--- src/sv/md5_pkg.sv ---
// ----------------------------------------------------------------------------
// md5_pkg
// Types, constants and round tables shared by the MD5 digest block.
// ----------------------------------------------------------------------------
package md5_pkg;

  typedef struct packed {
    logic [7:0] data_byte;
    logic       final_byte;
  } md5_in_t;

  typedef struct packed {
    logic [31:0] digest_word;
    logic        digest_last;
  } md5_out_t;

  localparam logic [31:0] InitA = 32'h67452301;
  localparam logic [31:0] InitB = 32'hefcdab89;
  localparam logic [31:0] InitC = 32'h98badcfe;
  localparam logic [31:0] InitD = 32'h10325476;
  localparam logic [7:0]  PadByte = 8'h80;

  // Commands from the controller to the datapath
  typedef struct packed {
    logic       put_byte;   // write data byte at current position, count it
    logic       put_pad;    // write pad byte at current position
    logic       put_len;    // write bit length into words 14 and 15
    logic       load_round; // copy chaining words into round words
    logic       do_round;   // run one round at round index
    logic       fold;       // add round words into chaining words, clear block
    logic       emit;       // drive digest word
    logic [1:0] emit_sel;   // which chaining word
    logic       clear_all;  // return to start values
  } md5_cmd_t;

  typedef struct packed {
    logic       block_full; // current byte position is 63
    logic       pad_spill;  // pad position at or above 56
    logic       round_last; // round index is 63
  } md5_sts_t;

  function automatic logic [31:0] md5_sine(input logic [5:0] i);
    logic [31:0] t [64];
    t = '{32'hd76aa478, 32'he8c7b756, 32'h242070db, 32'hc1bdceee,
          32'hf57c0faf, 32'h4787c62a, 32'ha8304613, 32'hfd469501,
          32'h698098d8, 32'h8b44f7af, 32'hffff5bb1, 32'h895cd7be,
          32'h6b901122, 32'hfd987193, 32'ha679438e, 32'h49b40821,
          32'hf61e2562, 32'hc040b340, 32'h265e5a51, 32'he9b6c7aa,
          32'hd62f105d, 32'h02441453, 32'hd8a1e681, 32'he7d3fbc8,
          32'h21e1cde6, 32'hc33707d6, 32'hf4d50d87, 32'h455a14ed,
          32'ha9e3e905, 32'hfcefa3f8, 32'h676f02d9, 32'h8d2a4c8a,
          32'hfffa3942, 32'h8771f681, 32'h6d9d6122, 32'hfde5380c,
          32'ha4beea44, 32'h4bdecfa9, 32'hf6bb4b60, 32'hbebfbc70,
          32'h289b7ec6, 32'heaa127fa, 32'hd4ef3085, 32'h04881d05,
          32'hd9d4d039, 32'he6db99e5, 32'h1fa27cf8, 32'hc4ac5665,
          32'hf4292244, 32'h432aff97, 32'hab9423a7, 32'hfc93a039,
          32'h655b59c3, 32'h8f0ccc92, 32'hffeff47d, 32'h85845dd1,
          32'h6fa87e4f, 32'hfe2ce6e0, 32'ha3014314, 32'h4e0811a1,
          32'hf7537e82, 32'hbd3af235, 32'h2ad7d2bb, 32'heb86d391};
    return t[i];
  endfunction

  function automatic logic [4:0] md5_rot(input logic [5:0] i);
    logic [4:0] r [16];
    r = '{5'd7, 5'd12, 5'd17, 5'd22, 5'd5, 5'd9, 5'd14, 5'd20,
          5'd4, 5'd11, 5'd16, 5'd23, 5'd6, 5'd10, 5'd15, 5'd21};
    return r[{i[5:4], i[1:0]}];
  endfunction

  // Message word index per round, modulo 16 by truncation
  function automatic logic [3:0] md5_widx(input logic [5:0] i);
    logic [7:0] p;
    case (i[5:4])
      2'd0:    p = {2'b00, i};
      2'd1:    p = 8'd1 + 8'd5 * {2'b00, i};
      2'd2:    p = 8'd5 + 8'd3 * {2'b00, i};
      default: p = 8'd7 * {2'b00, i};
    endcase
    return p[3:0];
  endfunction

endpackage

--- src/sv/md5_datapath.sv ---
// ----------------------------------------------------------------------------
// md5_datapath
// Message block, byte counter, chaining and round words, one round a cycle.
// ----------------------------------------------------------------------------
module md5_datapath import md5_pkg::*; #(
  parameter int LengthCounterBits = 64
) (
  input  logic     clk_i,
  input  logic     rst_ni,
  input  md5_cmd_t cmd_i,
  input  md5_in_t  in_i,
  output md5_sts_t sts_o,
  output logic     strobe_o,
  output md5_out_t out_o
);

  logic [31:0] blk_q [16];
  logic [63:0] cnt_q;
  logic [31:0] ch_q [4];
  logic [31:0] rw_q [4];
  logic [5:0]  rnd_q;
  logic        strobe_q;
  md5_out_t    out_q;

  logic [5:0]  pos;
  logic [31:0] f, sum, rot;
  logic [4:0]  sh;
  logic [63:0] bits;
  logic [63:0] mask;

  assign pos  = cnt_q[5:0];
  assign mask = {64{1'b1}} >> (64 - LengthCounterBits);
  assign bits = {cnt_q[60:0], 3'b000} & mask;

  always_comb begin
    case (rnd_q[5:4])
      2'd0:    f = (rw_q[1] & rw_q[2]) | (~rw_q[1] & rw_q[3]);
      2'd1:    f = (rw_q[1] & rw_q[3]) | (rw_q[2] & ~rw_q[3]);
      2'd2:    f = rw_q[1] ^ rw_q[2] ^ rw_q[3];
      default: f = rw_q[2] ^ (rw_q[1] | ~rw_q[3]);
    endcase
    sum = rw_q[0] + f + blk_q[md5_widx(rnd_q)] + md5_sine(rnd_q);
    sh  = md5_rot(rnd_q);
    rot = (sum << sh) | (sum >> (6'd32 - {1'b0, sh}));
  end

  assign sts_o.block_full = (pos == 6'd63);
  assign sts_o.pad_spill  = (pos >= 6'd56);
  assign sts_o.round_last = (rnd_q == 6'd63);

  always_ff @(posedge clk_i or negedge rst_ni) begin
    if (!rst_ni) begin
      for (int i = 0; i < 16; i++) blk_q[i] <= '0;
      cnt_q <= '0;
      rnd_q <= '0;
      ch_q  <= '{InitA, InitB, InitC, InitD};
      strobe_q <= 1'b0;
    end else begin
      strobe_q <= cmd_i.emit;
      if (cmd_i.put_byte) begin
        blk_q[pos[5:2]][pos[1:0]*8 +: 8] <= in_i.data_byte;
        cnt_q <= cnt_q + 64'd1;
      end
      if (cmd_i.put_pad) blk_q[pos[5:2]][pos[1:0]*8 +: 8] <= PadByte;
      if (cmd_i.put_len) begin
        blk_q[14] <= bits[31:0];
        blk_q[15] <= bits[63:32];
      end
      if (cmd_i.do_round) rnd_q <= rnd_q + 6'd1;
      if (cmd_i.fold) begin
        for (int i = 0; i < 4; i++) ch_q[i] <= ch_q[i] + rw_q[i];
        for (int i = 0; i < 16; i++) blk_q[i] <= '0;
      end
      if (cmd_i.clear_all) begin
        for (int i = 0; i < 16; i++) blk_q[i] <= '0;
        cnt_q <= '0;
        ch_q  <= '{InitA, InitB, InitC, InitD};
      end
    end
  end

  always_ff @(posedge clk_i) begin
    if (cmd_i.load_round) rw_q <= ch_q;
    if (cmd_i.do_round) begin
      rw_q[0] <= rw_q[3];
      rw_q[3] <= rw_q[2];
      rw_q[2] <= rw_q[1];
      rw_q[1] <= rw_q[1] + rot;
    end
    if (cmd_i.emit) begin
      out_q.digest_word <= ch_q[cmd_i.emit_sel];
      out_q.digest_last <= (cmd_i.emit_sel == 2'd3);
    end
  end

  assign strobe_o = strobe_q;
  assign out_o    = out_q;

  a_round_wraps: assert property (@(posedge clk_i) disable iff (!rst_ni)
    (cmd_i.do_round && sts_o.round_last) |=> (rnd_q == 6'd0))
    else $error("round index did not wrap");
  a_fold_clears: assert property (@(posedge clk_i) disable iff (!rst_ni)
    cmd_i.fold |=> (blk_q[0] == 32'd0))
    else $error("block not cleared after fold");
  a_clear_init: assert property (@(posedge clk_i) disable iff (!rst_ni)
    cmd_i.clear_all |=> (ch_q[0] == InitA && cnt_q == 64'd0))
    else $error("state not restored");

endmodule

--- src/sv/md5_ctrl.sv ---
// ----------------------------------------------------------------------------
// md5_ctrl
// Sequencer: byte intake, compressions, padding and digest output.
// ----------------------------------------------------------------------------
module md5_ctrl import md5_pkg::*; (
  input  logic     clk_i,
  input  logic     rst_ni,
  input  logic     start_i,
  input  logic     final_i,
  input  md5_sts_t sts_i,
  output logic     busy_o,
  output md5_cmd_t cmd_o
);

  typedef enum logic [7:0] {
    StIdle  = 8'b0000_0001,
    StLoad  = 8'b0000_0010,
    StRound = 8'b0000_0100,
    StFold  = 8'b0000_1000,
    StPad   = 8'b0001_0000,
    StLen   = 8'b0010_0000,
    StEmit  = 8'b0100_0000,
    StDone  = 8'b1000_0000
  } state_e;

  state_e     state_q, state_d;
  logic       fin_q, fin_d;   // message ends after current compression
  logic       lenp_q, lenp_d; // length block pending
  logic [1:0] sel_q, sel_d;
  logic       emit_pend_q;

  assign busy_o = (state_q != StIdle);

  always_comb begin
    state_d = state_q;
    fin_d   = fin_q;
    lenp_d  = lenp_q;
    sel_d   = sel_q;
    cmd_o   = '0;
    cmd_o.emit_sel = sel_q;
    case (state_q)
      StIdle: begin
        if (start_i) begin
          cmd_o.put_byte = 1'b1;
          fin_d = final_i;
          if (sts_i.block_full) begin
            lenp_d  = 1'b0;
            state_d = StLoad;
          end else if (final_i) begin
            state_d = StPad;
          end
        end
      end
      StLoad: begin
        cmd_o.load_round = 1'b1;
        state_d = StRound;
      end
      StRound: begin
        cmd_o.do_round = 1'b1;
        if (sts_i.round_last) state_d = StFold;
      end
      StFold: begin
        cmd_o.fold = 1'b1;
        if (lenp_q) state_d = StLen;
        else if (fin_q) state_d = StPad;
        else state_d = StIdle;
      end
      StPad: begin
        cmd_o.put_pad = 1'b1;
        fin_d = 1'b0;
        if (sts_i.pad_spill) begin
          lenp_d  = 1'b1;
          state_d = StLoad;
        end else begin
          state_d = StLen;
        end
      end
      StLen: begin
        cmd_o.put_len = 1'b1;
        lenp_d = 1'b0;
        fin_d  = 1'b0;
        sel_d  = 2'd0;
        state_d = StLoad;
        // after this compression, emit
        lenp_d = 1'b0;
      end
      StEmit: begin
        cmd_o.emit = 1'b1;
        sel_d = sel_q + 2'd1;
        if (sel_q == 2'd3) state_d = StDone;
      end
      StDone: begin
        cmd_o.clear_all = 1'b1;
        state_d = StIdle;
      end
      default: state_d = StIdle;
    endcase
    // route the length block's fold to emission
    if (state_q == StFold && !lenp_q && !fin_q && emit_pend_q) state_d = StEmit;
  end

  always_ff @(posedge clk_i or negedge rst_ni) begin
    if (!rst_ni) begin
      state_q <= StIdle;
      fin_q   <= 1'b0;
      lenp_q  <= 1'b0;
      sel_q   <= 2'd0;
      emit_pend_q <= 1'b0;
    end else begin
      state_q <= state_d;
      fin_q   <= fin_d;
      lenp_q  <= lenp_d;
      sel_q   <= state_q == StLen ? 2'd0 : sel_d;
      if (state_q == StLen) emit_pend_q <= 1'b1;
      else if (state_q == StEmit) emit_pend_q <= 1'b0;
    end
  end

  a_no_start_busy: assert property (@(posedge clk_i) disable iff (!rst_ni)
    (state_q != StIdle) |-> !cmd_o.put_byte)
    else $error("byte written while busy");
  a_emit_four: assert property (@(posedge clk_i) disable iff (!rst_ni)
    (state_q == StEmit && sel_q == 2'd3) |=> (state_q == StDone))
    else $error("emit sequence broken");
  a_onehot: assert property (@(posedge clk_i) disable iff (!rst_ni)
    $onehot(state_q))
    else $error("state not one-hot");

endmodule

--- src/sv/md5_message_digest_top.sv ---
// ----------------------------------------------------------------------------
// md5_message_digest_top
// MD5 digest of a byte stream, emitted as four chaining words.
// ----------------------------------------------------------------------------
// Input: a byte is transferred at a clock edge with start_i high and busy_o
// low; in_i.final_byte marks the last byte of a message.
// A byte that neither fills a block nor ends the message keeps busy_o low. A
// byte completing a 64-byte block starts a compression: load, 64 rounds of
// the single round unit, fold. The final byte pads, compresses once or twice
// and then drives four results on consecutive cycles, strobe_o high, words
// A, B, C, D, with digest_last on D. The receiver cannot stall; each result
// is valid for exactly one cycle. After D the state returns to the start
// values, busy_o drops. Asynchronous reset clears all but rw_q and out_q.
// ----------------------------------------------------------------------------
module md5_message_digest_top import md5_pkg::*; #(
  parameter int LENGTH_COUNTER_BITS = 64
) (
  input  logic     clk_i,
  input  logic     rst_ni,
  input  logic     start_i,
  input  md5_in_t  in_i,
  output logic     busy_o,
  output logic     strobe_o,
  output md5_out_t out_o
);

  md5_cmd_t cmd;
  md5_sts_t sts;

  md5_ctrl u_ctrl (
    .clk_i  (clk_i),
    .rst_ni (rst_ni),
    .start_i(start_i),
    .final_i(in_i.final_byte),
    .sts_i  (sts),
    .busy_o (busy_o),
    .cmd_o  (cmd)
  );

  md5_datapath #(.LengthCounterBits(LENGTH_COUNTER_BITS)) u_dp (
    .clk_i   (clk_i),
    .rst_ni  (rst_ni),
    .cmd_i   (cmd),
    .in_i    (in_i),
    .sts_o   (sts),
    .strobe_o(strobe_o),
    .out_o   (out_o)
  );

endmodule
--- config.mk ---
export PLATFORM = sky130hd
export DESIGN_NAME = md5_message_digest_top
export DESIGN_NICKNAME = d
export VERILOG_FILES = /design/src/sv/md5_pkg.sv /design/src/sv/md5_datapath.sv /design/src/sv/md5_ctrl.sv /design/src/sv/md5_message_digest_top.sv
export SDC_FILE = /design/constraint.sdc
export NUM_CORES = 2
export LEC_CHECK = 0
export ABC_CLOCK_PERIOD_IN_PS = 17300
export BUFFER_PORTS_ARGS = -buffer_cell sky130_fd_sc_hd__buf_2
export CAP_MARGIN = 20
export CORE_MARGIN = 2
export CORE_UTILIZATION = 70
export DETAILED_ROUTE_END_ITERATION = 10
export PLACE_DENSITY = 0.87
export SLEW_MARGIN = 20
export SYNTH_ARGS = -nofsm -noshare
export SYNTH_HDL_FRONTEND = slang
export SYNTH_SLANG_ARGS = --single-unit
--- constraint.sdc ---
create_clock -name clk_i -period 17.3 [get_ports clk_i]
set_clock_uncertainty 0.1 [all_clocks]
set_input_delay 0 -clock clk_i [delete_from_list [all_inputs] [get_ports clk_i]]
set_output_delay 0 -clock clk_i [all_outputs]
set_load 0.05 [all_outputs]
Yosys cells after proc, flatten, opt, wreduce, memory -nomap -nowiden

Memories as Yosys holds them, arrays and structs flattened.
Index checks and enable logic that the tools add are counted.

Register bits: 885
ROM bits: 2128
Input port bits: 12
Output and inout port bits: 35
Memories kept: 2

Memories:

| name            | words | width | read ports | clocked after Yosys merged registers in | write ports | line          | RTL |
|---|---|---|---|---|---|---|---|
| (no name shown) | 64    | 32    | 1          | 0                                       | 0           | md5_pkg.sv:60 | `return t[i];` |
| (no name shown) | 16    | 5     | 1          | 0                                       | 0           | md5_pkg.sv:67 | `return r[{i[5:4], i[1:0]}];` |

Add/subtract/negate cells: 15
$mul: 3
$lt $le $gt $ge: 7
Equality and inequality tests: 21
Shifts and indexed selects: 5
Mux-type cells: 56
Bitwise operators: 18
Reductions and logical operators: 17

Operators by type and width:

| cell                                                         | number |
|---|---|
| two-way mux 512 bit                                          | 4 |
| bitwise mux 512 bit                                          | 2 |
| two-way mux 128 bit                                          | 4 |
| adder 32 bit                                                 | 8 |
| two-way mux 32 bit                                           | 7 |
| two-way mux 64 bit                                           | 3 |
| AND 32 bit                                                   | 4 |
| binary-select mux 32 bit (select 4 bit)                      | 1 |
| demux 32 bit (select 4 bit)                                  | 1 |
| bitwise OR 32 bit                                            | 4 |
| case mux 32 bit (3 select lines)                             | 1 |
| XOR 32 bit                                                   | 3 |
| adder 64 x 1 -> 64 bit (second input constant)               | 1 |
| binary-select mux 32 bit (select 2 bit)                      | 1 |
| NOT 32 bit                                                   | 2 |
| case mux 8 bit (7 select lines)                              | 1 |
| two-way mux 8 bit                                            | 6 |
| negator 5 -> 34 bit                                          | 1 |
| variable shift 8 x 34 -> 32 bit (first input constant)       | 1 |
| variable part select 8 x 34 -> 32 bit                        | 1 |
| variable part select 8 x 34 -> 32 bit (first input constant) | 1 |
| << shifter 32 x 5 -> 32 bit                                  | 1 |
| right shift 32 x 6 -> 32 bit                                 | 1 |
| greater-or-equal comparator 5 bit (second input constant)    | 3 |
| 45 further kinds                                             | 80 |

Depth between registers and ports, before layout

Depth after elaboration: 13
Gate-level depth with buffers: 46
Depth with buffers taken out: 44

Cells and area by module

From an unflattened synthesis, not the netlist that was laid out.

Cells, all modules: 6886
Area total of the unflattened synthesis: 60763.3 µm²

Modules (own cells, without submodules):

| module       | times used | cells an instance | area each (µm²) | seq. area each (µm²) |
|---|---|---|---|---|
| md5_datapath | 1          | 6811              | 60012.6         | 22631.7 |
| md5_ctrl     | 1          | 75                | 750.7           | 326.6 |

Worst setup path before layout

OpenSTA, ideal clock, no wires.

Path kind: register -> register
Start point: reg u_dp.rnd_q[1]
End point: reg u_dp.rw_q[95] (netlist bit) (data pin)
Arrival: 10185 ps
Slack: 6755 ps
Cell stages (with the launch flop): 45
Period minus slack after synthesis: 10545 ps
Cells stage by stage: dfrtp_1 clkbuf_1 clkinv_1 ha_1 clkbuf_1 mux2i_1 a221o_2 buf_6 clkbuf_1 clkbuf_1 mux4_2 nand2_1 a31oi_1 fa_1 inv_1 fa_1 inv_1 ha_1 (+9 left out) mux2i_1 a21oi_1 mux2i_1 mux2_2 o21ai_0 ha_1 a211o_1 a2111oi_0 o31ai_1 o2111ai_1 a21oi_1 nor2b_1 o21ai_0 a211oi_1 nor3_1 xnor2_1 xnor2_1 o21ai_1

Cells in the longest elaborated chain, start to end: 13
Elaborated cells on any way between the ends: 26
Those cells by class: add/sub (6); mul (3); shift (2); mux (9); bitwise (4); memory (2)

Ends and longest elaborated chain:

| item                                                                        | line                         | RTL |
|---|---|---|
| from (decl)                                                                 | md5_datapath.sv:21           | `logic [5:0] rnd_q;` |
| from (signal assigned)                                                      | md5_datapath.sv:69           | `if (cmd_i.do_round) rnd_q <= rnd_q + 6'd1;` |
| multiplier 2 x 6 -> 4 bit or multiplier 3 x 6 -> 4 bit (tied branches)      | md5_pkg.sv:76, md5_pkg.sv:75 |  |
| adder 3 x 4 -> 4 bit or adder 1 x 4 -> 4 bit (tied branches)                | md5_pkg.sv:76, md5_pkg.sv:75 |  |
| case mux 4 bit (3 select lines)                                             | md5_pkg.sv:73                | `case (i[5:4])` |
| NOT 4 -> 5 bit (implied by the code)                                        | md5_datapath.sv:42           | `sum = rw_q[0] + f + blk_q[md5_widx(rnd_q)] + md5_sine(rnd_q);` |
| binary-select mux 32 bit (select 4 bit)                                     | md5_datapath.sv:42           |  |
| two-way mux 32 bit (implied by the code) (2 in a row)                       | md5_datapath.sv:42           |  |
| adder 32 bit (2 in a row)                                                   | md5_datapath.sv:42           |  |
| right shift 32 x 6 -> 32 bit or << shifter 32 x 5 -> 32 bit (tied branches) | md5_datapath.sv:44           | `rot = (sum << sh) \| (sum >> (6'd32 - {1'b0, sh}));` |
| bitwise OR 32 bit *                                                         | md5_datapath.sv:44           |  |
| adder 32 bit *                                                              | md5_datapath.sv:88           | `rw_q[1] <= rw_q[1] + rot;` |
| two-way mux 128 bit *                                                       | md5_datapath.sv:84           | `if (cmd_i.do_round) begin` |
| to (signal assigned)                                                        | md5_datapath.sv:83           | `if (cmd_i.load_round) rw_q <= ch_q;` |
| to (decl)                                                                   | md5_datapath.sv:20           | `logic [31:0] rw_q [4];` |

Mark *: on every way between the ends. The rest lies on a longest branch, timed or not. The select of a mux whose other input is x is not followed.
A chain may end at the register's enable or synchronous reset.

Worst setup path after layout

Start point: reg u_dp.rnd_q[0]
End point: reg u_dp.rw_q[95] (netlist bit) (data pin)

The elaborated chain is that of the path after synthesis.

==> results.sh <==
export IMPL_synth_area_leaders="dfrtp_1, edfxtp_1, mux4_2"
export IMPL_insertion_delay_ps=720
export IMPL_start_util=0.7036
export IMPL_cp_end_kind="flip-flop"
export IMPL_fin_setup_tns_ps=0
export IMPL_yosys_area_top_type="dfrtp_1"
export IMPL_power_share_switching=0.4653
export IMPL_hold_path_class="in2reg"
export IMPL_dpl_hpwl_mm=144.8
export IMPL_antenna_found_initial=5
export IMPL_clk_pin_slew_ps=70
export IMPL_finalSetupViolCount=0
export IMPL_clockBufferDepth=3
export IMPL_synth_edf_count=161
export IMPL_syn_inst=6749
export IMPL_grt_overflow_total=0
export IMPL_timing_final_max_slew_violations=0
export IMPL_slew_headroom=0.1174
export IMPL_avgSynthCellArea_sq_um=8.849
export IMPL_grt_usage=0.4877
export IMPL_synth_nets=7063
export IMPL_power_internal_mw=6.189
export IMPL_cp_required_ps=17610
export IMPL_vias_per_cell=7.252
export IMPL_final_util=0.7541
export IMPL_seqPwrFrac=0.247
export IMPL_run_status="complete, no violations"
export IMPL_fillers=5844
export IMPL_cp_slowest_stage_delay_ps=830
export IMPL_rsz0062_at_grt="no"
export IMPL_p_switching_mw=5.385
export IMPL_cts_root_buf="clkbuf_16"
export IMPL_worst_pin_slew_ps=1324
export IMPL_yosysWarnings=0
export IMPL_fp_row_count=107
export IMPL_ant_nets=0
export IMPL_die_area_sq_um=87670
export IMPL_grt_pass1_vias=53620
export IMPL_r2r_slack_ps=3880
export IMPL_h_tree_depth=3
export IMPL_post_route_period_util=0.7755
export IMPL_critPathSlowestCell="ha_1"
export IMPL_power_frac_comb=0.570
export IMPL_ys_ff_latch=882
export IMPL_synth_top_area_frac=0.2749
export IMPL_path_max_fanout=42
export IMPL_place_gp_congestion=1.034
export IMPL_cp_start_kind="flip-flop"
export IMPL_clockPowerShare=0.182
export IMPL_final_area_sq_um=64010
export IMPL_num_vias=56340
export IMPL_synthDistinctLibCells=98
export IMPL_ir_drop_v=0.0001326
export IMPL_worstPathArrival_ps=13730
export IMPL_ios=47
export IMPL_yosys_cell_count_top_type="nand2_1"
export IMPL_hold_violations=0
export IMPL_synth_top_cells_by_count="nand2_1, nor2_1, dfrtp_1, a21oi_1, clkbuf_1"
export IMPL_grt_max_degree=212
export IMPL_max_cap_violations=0
export IMPL_leakagePower_nw=28.36
export IMPL_place_ws_ps=4262
export IMPL_cts_sinks=882
export IMPL_cts_setup_buffers=0
export IMPL_clock_fmax_mhz=74.53
export IMPL_synth_main_ff_cell="dfrtp_1"
export IMPL_crit_type="reg2reg"
export IMPL_syn_to_final_growth_pct=7.180
export IMPL_routedWlPerCell_um=27.71
export IMPL_final_nets=6852
export IMPL_yosysSeqAreaShare=0.3844
export IMPL_tritoncts="built"
export IMPL_cellPowerDensity_nw_per_um2=180.8
export IMPL_cts_buffers=93
export IMPL_drt_pass1_iterations=9
export IMPL_drc=0
export IMPL_grt_pass1_wl_mm=322.7
export IMPL_io_buffers=46
export IMPL_drtIter0Drc=8139
export IMPL_wl_mm=215.3
export IMPL_ys_async_sr_fraction=0.8175
export IMPL_coreArea_sq_um=84880
export IMPL_placedInstanceArea_sq_um=60630
export IMPL_dieHeight_um=296.1
export IMPL_drive_gt1_frac=0.09460
export IMPL_report_power_total_mw=11.57
export IMPL_syn_area_sq_um=59720
export IMPL_dieWidth_um=296.1
export IMPL_fin_crit_ps=13420
export IMPL_setup_slack_ps=3883
==> routing by layer <==
layer	vias to the layer above	GRT usage	part of all wire
met1	26870	0.5873	0.34
li1	24010	-	-
met5	-	0	0.00013
met3	1109	0.1433	0.12
met2	4359	0.7277	0.44
met4	4	0.4031	0.10
==> path summary, 6_finish.rpt <==
| kind | startpoint | to | cells after the start |
|---|---|---|---|
| max | u_dp.rnd_q[0] | u_dp.rw_q[95] | 39 |
| min in group asynchronous | rst_ni | u_dp.ch_q[51] | 3 |
| min | in_i[0] | u_ctrl.state_q[0] | 5 |
| max reg2reg | u_dp.rnd_q[0] | u_dp.rw_q[95] | 39 |
| max in group asynchronous | rst_ni | u_dp.blk_q[381] | 6 |
| min reg2reg | u_ctrl.emit_pend_q | u_ctrl.emit_pend_q | 2 |
==> critical path: cells and delay by family (launching register included) <==
family / cells / cell delay, ps
fa+ha+maj: 5 / 2860
flops: 1 / 330
buf+inv: 6 / 1760
xor+xnor: 3 / 680
simple gates: 4 / 900
compound gates: 17 / 5370
mux: 4 / 1010
==> placed cells by master (no fill, tap or decap), types with 43 or more instances in the layout <==
cell type / n
edfxtp_1: 161
a21o_1: 90
xnor2_1: 104
ha_1: 229
and3_1: 48
inv_1: 230
o21ai_0: 376
nor3_1: 148
dfstp_2: 65
xor2_1: 113
a21oi_1: 543
dfrtp_1: 650
nor2_1: 875
fa_1: 73
nand2_1: 918
clkbuf_16: 93
nand3_1: 120
and2_1: 62
a22oi_1: 392
buf_2: 45
a211oi_1: 85
or3_1: 43
a31oi_1: 79
mux2i_1: 61
mux4_2: 172
a221oi_1: 60
buf_4: 95
==> power groups by stage <==
stage	Sequential (mW)	Combinational, mW	Clock, mW
detailed placement	2.86	6.31	0
global placement	2.85	6.20	0
finish	2.86	6.60	2.11
CTS	2.83	6.38	2.10
global route	2.87	7.11	2.18
floorplan	2.72	4.63	0
==> timing repair <==
item,in CTS,in global routing
endpoints found under the hold margin,342,0
hold buffers,15,0
setup endpoints to repair,0,0
resized for setup,0,0
==> kinds of logic (layout without fill, tap and decap cells) <==
group,after synthesis,count (layout),synth area share
compound gates,1964,1964,0.2119
fa+ha+maj,302,302,0.07245
mux,247,247,0.07791
flops,882,882,0.3844
xor+xnor,224,224,0.03339
other cells,0,8,0
buf+inv,705,573,0.04488
simple gates,2425,2425,0.1750
==> registers in the layout, summed over array words and instances, names as in the netlist <==
signal	count
u_dp.blk_q	512
u_dp.rw_q	128
u_ctrl.emit_pend_q	1
u_ctrl.state_q	8
u_dp.rnd_q	6
u_dp.out_o	33
u_ctrl.lenp_q	1
u_dp.ch_q	128
u_ctrl.fin_q	1
u_ctrl.sel_q	2
u_dp.cnt_q	61
u_dp.strobe_o	1
==> area by class of cell <==
class                           count  area, sq um  area share
Sequential cell                   882        22970      0.3589
Timing Repair Buffer              163         1252     0.01957
Antenna cell                        8        20.02   0.0003128
Multi-Input combinational cell   5162        34290      0.5357
Clock inverter                     49        588.1    0.009187
Tap cell                         1144         1431     0.02236
Clock buffer                      125         2567     0.04011
Inverter                          236        885.9     0.01384
==> through the flow <==
stage | hold WS [ps] | std cells
after floorplan | -395.6 | 6749
after global placement | -125.0 | 7570
after detailed placement | -122.0 | 7570
after CTS | 83.56 | 7759
after global routing | 160.1 | 7762
final | 126.1 | 7769
No activity file was read; power rests on OpenSTA's default activity.
